===== config.mk =====
export PLATFORM = sky130hd
export DESIGN_NAME = decimal_seven_segment_serializer
export DESIGN_NICKNAME = d
export VERILOG_FILES = /design/src/rtl/dss_pkg.sv /design/src/rtl/decimal_seven_segment_serializer.sv /design/src/rtl/dss_front.sv /design/src/rtl/dss_queue.sv /design/src/rtl/dss_back.sv
export SDC_FILE = /design/constraint.sdc
export NUM_CORES = 1
export LEC_CHECK = 0
export BUFFER_PORTS_ARGS = -buffer_cell sky130_fd_sc_hd__buf_2
export CORE_MARGIN = 2
export CORE_UTILIZATION = 60
export CTS_CLUSTER_DIAMETER = 50
export DETAILED_ROUTE_END_ITERATION = 6
export PLACE_DENSITY = 0.84
export SLEW_MARGIN = 10
export SYNTH_ARGS = -nofsm -noshare
export SYNTH_HDL_FRONTEND = slang
export SYNTH_SLANG_ARGS = --single-unit
export TNS_END_PERCENT = 1

===== constraint.sdc =====
create_clock -name clk -period 4.48 [get_ports clk]
set_input_delay 0 -clock clk [delete_from_list [all_inputs] [get_ports clk]]
set_output_delay 0 -clock clk [all_outputs]
set_load 0.02 [all_outputs]

===== src/rtl/dss_pkg.sv =====
// dss_pkg: shared widths and the seven-segment lookup for the decimal serializer.
// No dependencies.
package dss_pkg;

	localparam int VALUE_W   = 16;
	localparam int DIGITS    = 4;
	localparam int DIGIT_W   = 4;
	localparam int SEG_W     = 8;
	localparam int BCD_W     = DIGITS * DIGIT_W;
	localparam int WORD_W    = DIGITS * SEG_W;
	localparam int BIT_IDX_W = $clog2(WORD_W);
	localparam int CNT_W     = $clog2(VALUE_W);

	typedef logic [WORD_W-1:0] seg_word_t;

	function automatic logic [SEG_W-1:0] seg_of(input logic [DIGIT_W-1:0] d);
		logic [SEG_W-1:0] s;
		unique case (d)
			4'd0: s = 8'hee;
			4'd1: s = 8'h60;
			4'd2: s = 8'hcd;
			4'd3: s = 8'he9;
			4'd4: s = 8'h63;
			4'd5: s = 8'hab;
			4'd6: s = 8'haf;
			4'd7: s = 8'he0;
			4'd8: s = 8'hef;
			4'd9: s = 8'heb;
			default: s = '0;
		endcase
		return s;
	endfunction

endpackage


===== src/rtl/decimal_seven_segment_serializer.sv =====
// Decimal seven-segment serializer: a 16-bit number in, 32 segment bits out,
// thousands digit first (taken modulo 10), each byte MSB first, leading zeros
// blanked, last_bit high on the 32nd bit. The front converts a number to BCD,
// pushes it into the queue and can accept the next number while the back
// is still shifting; the back sends one bit per cycle unless bit_stall holds it,
// with no gap between numbers while the queue holds one, so the sustained
// rate is set by the output shifter.
// Depends on dss_pkg, dss_front, dss_queue, dss_back.
module decimal_seven_segment_serializer import dss_pkg::*; #(
	parameter int QUEUE_DEPTH = 2
) (
	input  logic               clk,
	input  logic               arst_n,
	input  logic [VALUE_W-1:0] value,
	input  logic               value_valid,
	output logic               value_stall,
	output logic               serial_bit,
	output logic [1:0]         digit_slot,
	output logic               last_bit,
	output logic               bit_valid,
	input  logic               bit_stall
);

	logic      q_push;
	logic      q_full;
	logic      q_pop;
	logic      q_not_empty;
	seg_word_t q_wr_word;
	seg_word_t q_rd_word;

	dss_front u_front (
		.clk         (clk),
		.arst_n      (arst_n),
		.value       (value),
		.value_valid (value_valid),
		.value_stall (value_stall),
		.q_full      (q_full),
		.q_push      (q_push),
		.q_word      (q_wr_word)
	);

	dss_queue #(.DEPTH(QUEUE_DEPTH)) u_queue (
		.clk       (clk),
		.arst_n    (arst_n),
		.push      (q_push),
		.wr_word   (q_wr_word),
		.full      (q_full),
		.pop       (q_pop),
		.not_empty (q_not_empty),
		.rd_word   (q_rd_word)
	);

	dss_back u_back (
		.clk         (clk),
		.arst_n      (arst_n),
		.q_not_empty (q_not_empty),
		.q_word      (q_rd_word),
		.q_pop       (q_pop),
		.serial_bit  (serial_bit),
		.digit_slot  (digit_slot),
		.last_bit    (last_bit),
		.bit_valid   (bit_valid),
		.bit_stall   (bit_stall)
	);

	a_no_push_full: assert property (@(posedge clk) disable iff (!arst_n)
		!(q_push && q_full))
		else $error("push into full queue");

	a_busy_after_accept: assert property (@(posedge clk) disable iff (!arst_n)
		(value_valid && !value_stall) |=> value_stall)
		else $error("front idle right after accepting");

	a_run_continues: assert property (@(posedge clk) disable iff (!arst_n)
		(bit_valid && !bit_stall && !last_bit) |=> bit_valid)
		else $error("bit run broken before last bit");

	a_last_in_units: assert property (@(posedge clk) disable iff (!arst_n)
		(bit_valid && last_bit) |-> (digit_slot == 2'd3))
		else $error("last bit outside units digit");

endmodule


===== src/rtl/dss_front.sv =====
// dss_front: accepts a number, converts it to four BCD digits by shift-and-add-3,
// then builds the blanked 32-bit segment word and pushes it into the queue. Uses dss_pkg.
module dss_front import dss_pkg::*; (
	input  logic               clk,
	input  logic               arst_n,
	input  logic [VALUE_W-1:0] value,
	input  logic               value_valid,
	output logic               value_stall,
	input  logic               q_full,
	output logic               q_push,
	output seg_word_t          q_word
);

	typedef enum logic [1:0] {IDLE, CONV, PUSH} state_t;

	state_t             state_q;
	logic [VALUE_W-1:0] bin_q;
	logic [BCD_W-1:0]   bcd_q;
	logic [CNT_W-1:0]   cnt_q;
	logic [BCD_W-1:0]   bcd_adj;

	always_comb begin
		for (int i = 0; i < DIGITS; i++) begin
			if (bcd_q[i*DIGIT_W +: DIGIT_W] >= DIGIT_W'(5))
				bcd_adj[i*DIGIT_W +: DIGIT_W] = bcd_q[i*DIGIT_W +: DIGIT_W] + DIGIT_W'(3);
			else
				bcd_adj[i*DIGIT_W +: DIGIT_W] = bcd_q[i*DIGIT_W +: DIGIT_W];
		end
	end

	// leading-zero blanking, thousands first
	always_comb begin
		logic                 seen;
		logic [DIGIT_W-1:0]   d;
		seen = 1'b0;
		for (int i = 0; i < DIGITS; i++) begin
			d = bcd_q[BCD_W-1-i*DIGIT_W -: DIGIT_W];
			if (d != '0)
				seen = 1'b1;
			q_word[WORD_W-1-i*SEG_W -: SEG_W] = seen ? seg_of(d) : '0;
		end
	end

	assign value_stall = (state_q != IDLE);
	assign q_push      = (state_q == PUSH) && !q_full;

	always_ff @(posedge clk or negedge arst_n) begin
		if (!arst_n) begin
			state_q <= IDLE;
			cnt_q   <= '0;
		end else begin
			unique case (state_q)
				IDLE: begin
					if (value_valid) begin
						cnt_q   <= '0;
						state_q <= CONV;
					end
				end
				CONV: begin
					cnt_q <= cnt_q + CNT_W'(1);
					if (cnt_q == CNT_W'(VALUE_W-1))
						state_q <= PUSH;
				end
				PUSH: begin
					if (!q_full)
						state_q <= IDLE;
				end
				default: state_q <= IDLE;
			endcase
		end
	end

	always_ff @(posedge clk) begin
		if (state_q == IDLE && value_valid) begin
			bin_q <= value;
			bcd_q <= '0;
		end else if (state_q == CONV) begin
			bcd_q <= {bcd_adj[BCD_W-2:0], bin_q[VALUE_W-1]};
			bin_q <= {bin_q[VALUE_W-2:0], 1'b0};
		end
	end

endmodule


===== src/rtl/dss_queue.sv =====
// dss_queue: small FIFO of segment words between front and back.
// Uses dss_pkg.
module dss_queue import dss_pkg::*; #(
	parameter int DEPTH = 2
) (
	input  logic      clk,
	input  logic      arst_n,
	input  logic      push,
	input  seg_word_t wr_word,
	output logic      full,
	input  logic      pop,
	output logic      not_empty,
	output seg_word_t rd_word
);

	localparam int PTR_W = (DEPTH > 1) ? $clog2(DEPTH) : 1;
	localparam int CNT_W = $clog2(DEPTH + 1);

	seg_word_t        mem_q [DEPTH];
	logic [PTR_W-1:0] wr_ptr_q;
	logic [PTR_W-1:0] rd_ptr_q;
	logic [CNT_W-1:0] count_q;

	assign full      = (count_q == CNT_W'(DEPTH));
	assign not_empty = (count_q != '0);
	assign rd_word   = mem_q[rd_ptr_q];

	always_ff @(posedge clk or negedge arst_n) begin
		if (!arst_n) begin
			wr_ptr_q <= '0;
			rd_ptr_q <= '0;
			count_q  <= '0;
		end else begin
			if (push)
				wr_ptr_q <= (wr_ptr_q == PTR_W'(DEPTH-1)) ? '0 : wr_ptr_q + PTR_W'(1);
			if (pop)
				rd_ptr_q <= (rd_ptr_q == PTR_W'(DEPTH-1)) ? '0 : rd_ptr_q + PTR_W'(1);
			if (push && !pop)
				count_q <= count_q + CNT_W'(1);
			else if (pop && !push)
				count_q <= count_q - CNT_W'(1);
		end
	end

	always_ff @(posedge clk) begin
		if (push)
			mem_q[wr_ptr_q] <= wr_word;
	end

endmodule


===== src/rtl/dss_back.sv =====
// dss_back: shifts each queued segment word out MSB first, one bit at a time, advancing when bit_stall is low.
// Uses dss_pkg.
module dss_back import dss_pkg::*; (
	input  logic      clk,
	input  logic      arst_n,
	input  logic      q_not_empty,
	input  seg_word_t q_word,
	output logic      q_pop,
	output logic      serial_bit,
	output logic [1:0] digit_slot,
	output logic      last_bit,
	output logic      bit_valid,
	input  logic      bit_stall
);

	seg_word_t              sr_q;
	logic [BIT_IDX_W-1:0]   idx_q;
	logic                   active_q;
	logic                   is_last;
	logic                   taken;
	logic                   load;

	assign is_last = (idx_q == BIT_IDX_W'(WORD_W-1));
	assign taken   = active_q && !bit_stall;
	assign load    = q_not_empty && (!active_q || (taken && is_last));
	assign q_pop   = load;

	assign bit_valid  = active_q;
	assign serial_bit = sr_q[WORD_W-1];
	assign digit_slot = idx_q[BIT_IDX_W-1 -: 2];
	assign last_bit   = is_last;

	always_ff @(posedge clk or negedge arst_n) begin
		if (!arst_n) begin
			active_q <= 1'b0;
			idx_q    <= '0;
		end else begin
			if (load) begin
				active_q <= 1'b1;
				idx_q    <= '0;
			end else if (taken) begin
				if (is_last)
					active_q <= 1'b0;
				idx_q <= idx_q + BIT_IDX_W'(1);
			end
		end
	end

	always_ff @(posedge clk) begin
		if (load)
			sr_q <= q_word;
		else if (taken)
			sr_q <= {sr_q[WORD_W-2:0], 1'b0};
	end

endmodule


Yosys cells after proc, flatten, opt, wreduce, memory -nomap -nowiden --
Memory sizes are Yosys's and may differ from the RTL's. A register that Yosys moved wholly into a read port is not among the register bits. Index checks and enable logic that the tools add are counted.
Operators by class: muxes and demuxes 41, $lt $le $gt $ge 4, add/sub/neg operators 10, equality and inequality tests 8, reduce and logical (&&, ||, !) cells 28
Operators by type and width (count):
- 32-bit 2-to-1 mux | 2
- 4-bit 2-to-1 mux | 12
- 16-bit 2-to-1 mux | 2
- 8-bit 2-to-1 mux | 4
- 4-bit by 3-bit >= comparator with 1-bit output (second input constant) | 4
- 4-bit nonzero test | 4
- 2-bit nonzero test | 7
- 4-bit by 2-bit adder with 4-bit output (second input constant) | 3
- 1-bit 2-to-1 mux | 11
- 2-bit 2-to-1 mux | 5
- 5-bit 2-to-1 mux | 2
- 4-bit case mux with 2 select lines | 1
- 1-bit logical AND | 7
- 2-bit case mux with 3 select lines | 1
- 5-bit by 1-bit adder with 5-bit output (second input constant) | 1
- 5-bit equality test (second input constant) | 1
- 1-bit logical NOT | 5
- 4-bit by 1-bit adder with 4-bit output (second input constant) | 1
- 2-bit equality test (second input constant) | 2
- 4-bit equality test (second input constant) | 1
- 2-bit inequality test (second input constant) | 2
- 2-bit AND reduction | 2
- 3-bit by 2-bit adder with 3-bit output (second input constant) | 1
- 3-bit 2-to-1 mux | 1
- 8 further kinds | 9
Word-level totals: bits of input ports 20, memory bits (writable) 64, bits in read-only memories 448, output and inout port bits 6, register bits after elaboration 80, memories kept 5, word-level logic and storage cells 106
Memories:
- (no name shown) | depth 16, width 7, read ports 1, clocked after Yosys merged registers in 1, wr ports 0, RTL line dss_pkg.sv:18 | unique case (d)
- (no name shown) | depth 16, width 7, read ports 1, clocked after Yosys merged registers in 1, wr ports 0, RTL line dss_pkg.sv:18
- (no name shown) | depth 16, width 7, read ports 1, clocked after Yosys merged registers in 1, wr ports 0, RTL line dss_pkg.sv:18
- (no name shown) | depth 16, width 7, read ports 1, clocked after Yosys merged registers in 1, wr ports 0, RTL line dss_pkg.sv:18
- u_queue.mem_q | depth 2, width 32, read ports 1, clocked after Yosys merged registers in 0, wr ports 1, RTL line dss_queue.sv:19 | seg_word_t mem_q [DEPTH];

Logic depth before layout (Yosys ltp) --
Gate-level depths: netlist of run 1.
depth in word-level cells 8, depth in mapped cells 12, mapped depth without buffers 11

Cells and area by module --
Synthesis of run 1 repeated with hierarchy kept, for this count alone.
Second synthesis, totals: cell total of the unflattened synthesis 597, area, all modules 8027.7 um^2
By module, submodules not included:
- dss_front | sequential area each 1511.4 um^2, area each 3552.2 um^2, times used 1, cells an instance 382
- dss_queue | sequential area each 2021.9 um^2, area each 2651.3 um^2, times used 1, cells an instance 116
- dss_back | sequential area each 1111.1 um^2, area each 1824.2 um^2, times used 1, cells an instance 99

Worst setup path before layout of run 1 --
OpenSTA, ideal clock, no wires.
path kind register to register, from register u_front.state_q[0], to memory u_queue.mem_q[0][0] (netlist name) (enable), clock period less this slack 2.635 ns, buffers on the path 1, required time 4.064 ns, path slack 1.845 ns, arrival time 2.218 ns, setup time 0.416 ns, stages on the path, launching flop included 5, cells stage by stage dfrtp_1 clkbuf_1 nand2b_1 nor2b_1 nor2b_1
On the way: word-level cells in the longest chain between the ends 4
RTL lines:
- start: declaration | RTL line dss_front.sv:16 | state_t state_q;
- start signal: assignment | RTL line dss_front.sv:49 | state_q <= IDLE;
- start signal: assignment | RTL line dss_front.sv:56 | state_q <= CONV;
- start signal: assignment | RTL line dss_front.sv:62 | state_q <= PUSH;
- 2-bit equality test | RTL line dss_front.sv:45 | assign q_push = (state_q == PUSH) && !q_full;
- 1-bit logical AND | RTL line dss_front.sv:45
- via q_push | RTL line decimal_seven_segment_serializer.sv:24 | logic q_push;
- 1-bit 2-to-1 mux | RTL line dss_queue.sv:46 | if (push)
- 1-bit 2-to-1 mux (not written as such) | RTL line dss_queue.sv:47 | mem_q[wr_ptr_q] <= wr_word;
- end: declaration | RTL line dss_queue.sv:19
The timed path passes the listed nets, and every way through them passes these cells.

==> flow_summary_export.csv, run 1 <==
group,metric,value,unit
global_routing,grtUsageTotal,0.205,
critical_path,critPathCaptureType,"register",
synth,synthCells,590,
sta,slew_viol_final,0,
sta,slew_headroom,0.417,
placement,place_inst,745,
die,pin_count,26,
layout,nets,694,
critical_path,rrSetupSlack,1240,ps
global_routing,overflow,0,
global_routing,grt_pass1_wl,20.6,mm
critical_path,cp-start-kind,"register",
synth,ys_async_sr_fraction,0.0976,
critical_path,cp_max_fo,18,
synth,yosysUniqueCellTypes,47,
synth,postSynthAreaPerCell,12.3,sq um
global_routing,antenna_found_initial,0,
layout,utilization,0.694,
worst_hold_path,min_path_type,"in -> async",
layout,antenna_cells,0,
die,die_area,13000,sq um
die,core,11900,sq um
critical_path,rr_startpoint,"u_front.state_q[0]",
critical_path,cp.required,4800,ps
critical_path,worst_ep_arrival_time,3560,ps
die,initial_core_util,0.608,
sta,fin_skew,7.60,ps
cts,cts.reportedPaths.clkPinSlew,70,ps
outcome,status,"finished clean",
detailed_routing,wire_per_inst,15.2,um
critical_path,max_stage_delay,740,ps
cts,cts_made_buffers,17,
detailed_routing,wl,12.1,mm
sta,grt_setup_unrepaired,"no",
critical_path,crit_buf_inv,2,
placement,dp_hpwl,7.81,mm
layout,drive_gt1_frac,0.137,
detailed_routing,ant_nets,0,
die,dieWidth,114,um
synth,synth_ff_type,"edfxtp_1",
cts,clk_latency,430,ps
cts,cts.repair.resized,0,
synth,synth_common_cells,"edfxtp_1, o21ai_0, nand2_1",
sta,finalHoldViolations,0,
synth,synth_seq_area_share,0.608,
critical_path,crit_chain,"o21bai_1 > inv_1 > o21ai_0 > inv_1 > ha_1 > o21ai_0 > nand2_1",
power_and_ir_drop,p_leak,3.33,nW
flow_run,maxCapViolations,0,
global_routing,grt_max_degree,62,
detailed_routing,drcViolationCount,0,
synth,synth-seq-cells,164,
global_routing,first_global_vias,4323,
detailed_routing,num_vias,4376,
critical_path,rr_worst_depth,7,
layout,layout.cells.non_filler,795,
detailed_routing,first_pass_iters,4,
synth,synth_warnings,0,
cts,cts_sinks,164,
sta,finalSetupViolCount,0,
sta,timing.hold.ws,76.7,ps
sta,min_period,3240,ps
critical_path,slowest_stage,"o21bai_1",
power_and_ir_drop,pwr_density_cell,784,nW/um^2
layout,area_delta_synth_final,14.0,%
synth,yosysMostFrequentCell,"edfxtp_1",
die,die_h,114,um
placement,gp_congestion,0.817,
synth,synth.area.top_cells,"edfxtp_1, dfxtp_1, ha_1",
die,rows,40,
sta,timing.final.crit_share,0.723,
synth,syn_nets,649,
cts,cts_buffer_depth,2,
power_and_ir_drop,peakVddDrop,0.437,mV
synth,synth_area_leader_cell,"edfxtp_1",
sta,fmax,309,MHz
sta,tns,0,ps
critical_path,crit_cells,7,
critical_path,cpLargestDelayFamily,"compound AO/OA/AOI/OAI gates",
detailed_routing,viasPerCell,5.50,
sta,tightest_slew,872,ps
critical_path,crit_type,"reg -> reg",
placement,port-buffer-count,25,
synth,synth_edf_count,104,
cts,htree_levels,4,
critical_path,crit_start,"u_front.state_q[0]",
cts,cts_tree,"done",
cts,clock-root-buffer,"clkbuf_16",
synth,synth_top_area_share,0.431,
synth,synth_area,7250,sq um
detailed_routing,dr.first_iter.drc_count,307,
[cell families after synthesis]
group	after synthesis	share of synthesized area
DFF	164	0.608
buffers and inverters	54	0.0290
xor gates and xnor gates	13	0.0157
adders and majority gates	39	0.0673
muxes	52	0.0746
AOI/OAI and AO/OA	112	0.0920
and+or+nand+nor	156	0.114
[placed cells by master (no fill, tap or decap), types with 3 or more instances in the layout]
| cell | count |
|---|---|
| edfxtp_1 | 104 |
| mux2i_1 | 36 |
| nor3b_1 | 3 |
| inv_1 | 30 |
| a21o_1 | 8 |
| o311ai_0 | 5 |
| a21oi_1 | 14 |
| xor2_1 | 5 |
| dfrtp_1 | 16 |
| nor2b_1 | 5 |
| ha_1 | 39 |
| clkbuf_16 | 17 |
| nand2_1 | 57 |
| nand4_1 | 3 |
| clkinv_4 | 4 |
| a311o_1 | 3 |
| nand3_1 | 5 |
| o21a_1 | 3 |
| dlygate4sd3_1 | 18 |
| o21ai_0 | 58 |
| dfxtp_1 | 44 |
| buf_4 | 6 |
| inv_8 | 3 |
| or2_2 | 3 |
| nor3_1 | 5 |
| nand2b_1 | 8 |
| and2b_1 | 6 |
| mux2_2 | 16 |
| nor2_1 | 21 |
| xnor2_1 | 8 |
| o22ai_1 | 9 |
| inv_6 | 6 |
| and2_1 | 27 |
| buf_2 | 25 |
[what timing repair did]
action / CTS / global route
hold buffers: 18 / 0
hold endpoints to repair: 34 / 0
setup endpoints to repair: 0 / 0
setup buffers: 0 / 0
[worst reg2reg max path, stage by stage, from the launching register on]
cell and delay, ps:
dfrtp_1 470, o21bai_1 740, inv_1 590, o21ai_0 620
inv_1 170, ha_1 330, o21ai_0 160, nand2_1 70
[cell type report]
type                       count  area, sq um
clock inverter                15          143
tap                          147          184
sequential                   164         4400
multi-input combinational    372         2640
inverter                      31          116
clock buffer                  17          425
timing repair buffer          49          350
fill                         792         3650
[power breakdown]
group,switching [mW],total (mW),internal [mW]
Clock,0.645,1.38,0.737
Combinational,1.57,2.67,1.09
Sequential,0.222,2.43,2.21
Total,2.44,6.48,4.04
[worst min-delay path by stage]
stage               startpoint                 end  slack, ps  cells after the start
finish                  arst_n    u_front.cnt_q[1]         80                      2
global placement        arst_n    u_queue.wr_ptr_q        -40                      1
floorplan               arst_n    u_back.bit_valid       -300                      0
CTS                     arst_n    u_front.cnt_q[2]         40                      2
detailed placement      arst_n    u_queue.wr_ptr_q        -40                      1
global route            arst_n  u_front.state_q[0]         80                      2
[per-layer routing]
metal,global-route usage,part of all wire,vias up
li1,-,-,2198
met3,0.0563,0.036,23
met4,0.0886,0.020,0
met5,0,0,-
met1,0.249,0.45,2076
met2,0.346,0.49,79
[through the flow]
step | setup slack, ps | power, mW | instance area [sq um]
after floorplan | 1850 | 4.50 | 7250
after global placement | 1420 | 4.86 | 7510
after detailed placement | 1220 | 5.07 | 7510
after CTS | 1230 | 6.50 | 8260
after global routing | 861 | 7.00 | 8260
final | 1240 | 6.48 | 8260
No activity file was read; power rests on OpenSTA's default activity.
==> run 2: changes to the inputs <==
==> constraint.sdc (replaced) <==
create_clock -name clk -period 3.1 [get_ports clk]
set_input_delay 0 -clock clk [delete_from_list [all_inputs] [get_ports clk]]
set_output_delay 0 -clock clk [all_outputs]
set_load 0.02 [all_outputs]
==> run 2 against run 1 <==
Against the previous run:
- maximum frequency is 19% higher
- routed wire length rose by 5.2%
- largest cell class unchanged
- cell area up 0.62%
- sequential share of layout area shrank 0.33 points
- total power grew 48%
- cell count increased by 0.50%
- critical path depth stayed put
- register-to-register slack got worse by 860 ps
==> flow_summary_export.csv, run 2 (synthesis results as in run 1) <==
group,metric,value,unit
outcome,status,"finished clean",
global_routing,first_global_vias,4449,
detailed_routing,num_vias,4423,
power_and_ir_drop,peakVddDrop,0.643,mV
placement,post_dp_cell_area,7540,sq um
cts,cts.repair.resized,0,
cts,clk_latency,420,ps
die,initial_core_util,0.608,
global_routing,grtUsageTotal,0.213,
layout,fin_area,8310,sq um
placement,dp_hpwl,7.79,mm
critical_path,critPathCaptureType,"register",
layout,nets,698,
worst_hold_path,min_path_type,"in -> async",
die,rows,40,
power_and_ir_drop,p_int,6.07,mW
sta,slew_headroom,0.504,
detailed_routing,first_pass_iters,5,
cts,cts_made_buffers,17,
layout,antenna_cells,0,
cts,cts_tree,"done",
power_and_ir_drop,pwr_density_cell,1150,nW/um^2
global_routing,grt_pass1_wl,21.5,mm
power_and_ir_drop,power_frac_seq,0.368,
global_routing,antenna_found_initial,0,
flow_run,maxCapViolations,0,
global_routing,overflow,0,
critical_path,cp-start-kind,"register",
cts,clock-root-buffer,"clkbuf_16",
critical_path,crit_start,"u_front.bcd_q[12]",
critical_path,cp.required,3270,ps
sta,tightest_slew,744,ps
power_and_ir_drop,switching_power,3.51,mW
power_and_ir_drop,p_sw_frac,0.367,
critical_path,rr_worst_depth,7,
die,die_h,114,um
critical_path,r2r-end,"u_queue.mem_q[1][7]",
critical_path,rr_startpoint,"u_front.bcd_q[12]",
layout,n_fill_cell,795,
sta,finalHoldViolations,0,
placement,gp_congestion,0.808,
layout,final_common_cell,"edfxtp_1",
sta,slew_viol_final,0,
critical_path,crit_type,"reg -> reg",
sta,fmax,368,MHz
critical_path,worst_ep_arrival_time,2880,ps
placement,port-buffer-count,25,
power_and_ir_drop,p_leak,3.35,nW
cts,cts_sinks,164,
sta,tns,0,ps
detailed_routing,wl,12.7,mm
cts,cts.reportedPaths.clkPinSlew,60,ps
die,pin_count,26,
sta,min_period,2710,ps
die,die_area,13000,sq um
detailed_routing,viasPerCell,5.54,
layout,mostFrequentLayoutCells,"edfxtp_1, o21ai_0, nand2_1, dfxtp_1, ha_1",
detailed_routing,ant_nets,0,
layout,area_delta_synth_final,14.7,%
sta,fin_skew,9.12,ps
detailed_routing,dr.first_iter.drc_count,254,
die,core,11900,sq um
sta,finalSetupViolCount,0,
layout,drive_gt1_frac,0.137,
sta,timing.final.crit_share,0.875,
die,dieWidth,114,um
sta,grt_setup_unrepaired,"no",
global_routing,grt_max_degree,61,
cts,htree_levels,4,
power_and_ir_drop,combPwrFrac,0.414,
power_and_ir_drop,power_frac_clock,0.218,
detailed_routing,drcViolationCount,0,
cts,cts_buffer_depth,2,
critical_path,rrSetupSlack,390,ps
critical_path,cp_max_fo,8,
detailed_routing,wire_per_inst,15.9,um
critical_path,crit_path_end,"u_queue.mem_q[1][7]",
[run 2: critical path: stages (launching register included)]
cell	delay, ps
dfxtp_1	350
inv_1	70
ha_1	200
nor3b_4	340
nand3_4	160
or4b_4	580
or4b_4	570
and2_1	200
[run 2: through the flow]
step / setup slack [ps] / power [mW] / std cells / utilization / hold slack (ps)
after floorplan: 465 / 6.50 / 590 / - / -296
after global routing: 234 / 10.2 / 799 / 0.698 / 82.7
final: 386 / 9.58 / 799 / 0.698 / 44.3
after detailed placement: 364 / 7.35 / 749 / 0.633 / -58.1
after CTS: 361 / 9.56 / 799 / 0.698 / 30.8
after global placement: 443 / 7.08 / 749 / 0.633 / -67.8
[run 2: worst min-delay path by stage]
stage | depth (start not counted) | slack, ps | from | end
2_1_floorplan | 0 | -300 | arst_n | u_back.bit_valid
3_3_place_gp | 1 | -70 | arst_n | u_front.cnt_q[0]
3_5_place_dp | 1 | -60 | arst_n | u_front.cnt_q[1]
4_1_cts | 2 | 30 | arst_n | u_front.cnt_q[0]
5_1_grt | 2 | 80 | arst_n | u_front.cnt_q[1]
6_report | 2 | 40 | arst_n | u_front.state_q[1]
[run 2: layer usage]
metal  vias to the layer above  track usage  part of all wire
li1                       2189            -                 -
met1                      2107        0.257              0.42
met2                        98        0.365              0.51
met3                        29       0.0515             0.041
met4                         0       0.0943             0.024
met5                         -            0                 0
[run 2: final cells by class]
class	instances	area, sq um	area share
well taps	147	184	0.0221
inverters	31	116	0.0140
multi-input cells	372	2640	0.317
clock buffers	18	429	0.0516
flip-flops and latches	164	4400	0.530
clock inverters	14	161	0.0194
repair buffers	53	380	0.0458
[run 2: power by group through the flow]
| stage | clock, mW | combinational [mW] | sequential (mW) |
|---|---|---|---|
| after floorplan | 0 | 3.05 | 3.45 |
| after global placement | 0 | 3.57 | 3.52 |
| after detailed placement | 0 | 3.80 | 3.55 |
| after CTS | 2.11 | 3.94 | 3.51 |
| after global routing | 2.19 | 4.46 | 3.59 |
| final | 2.09 | 3.96 | 3.53 |
[run 2: what timing repair did]
item / CTS / global route
endpoints found under the setup margin: 0 / 0
endpoints found under the hold margin: 34 / 0
hold buffers: 18 / 0
buffers inserted: 0 / 0
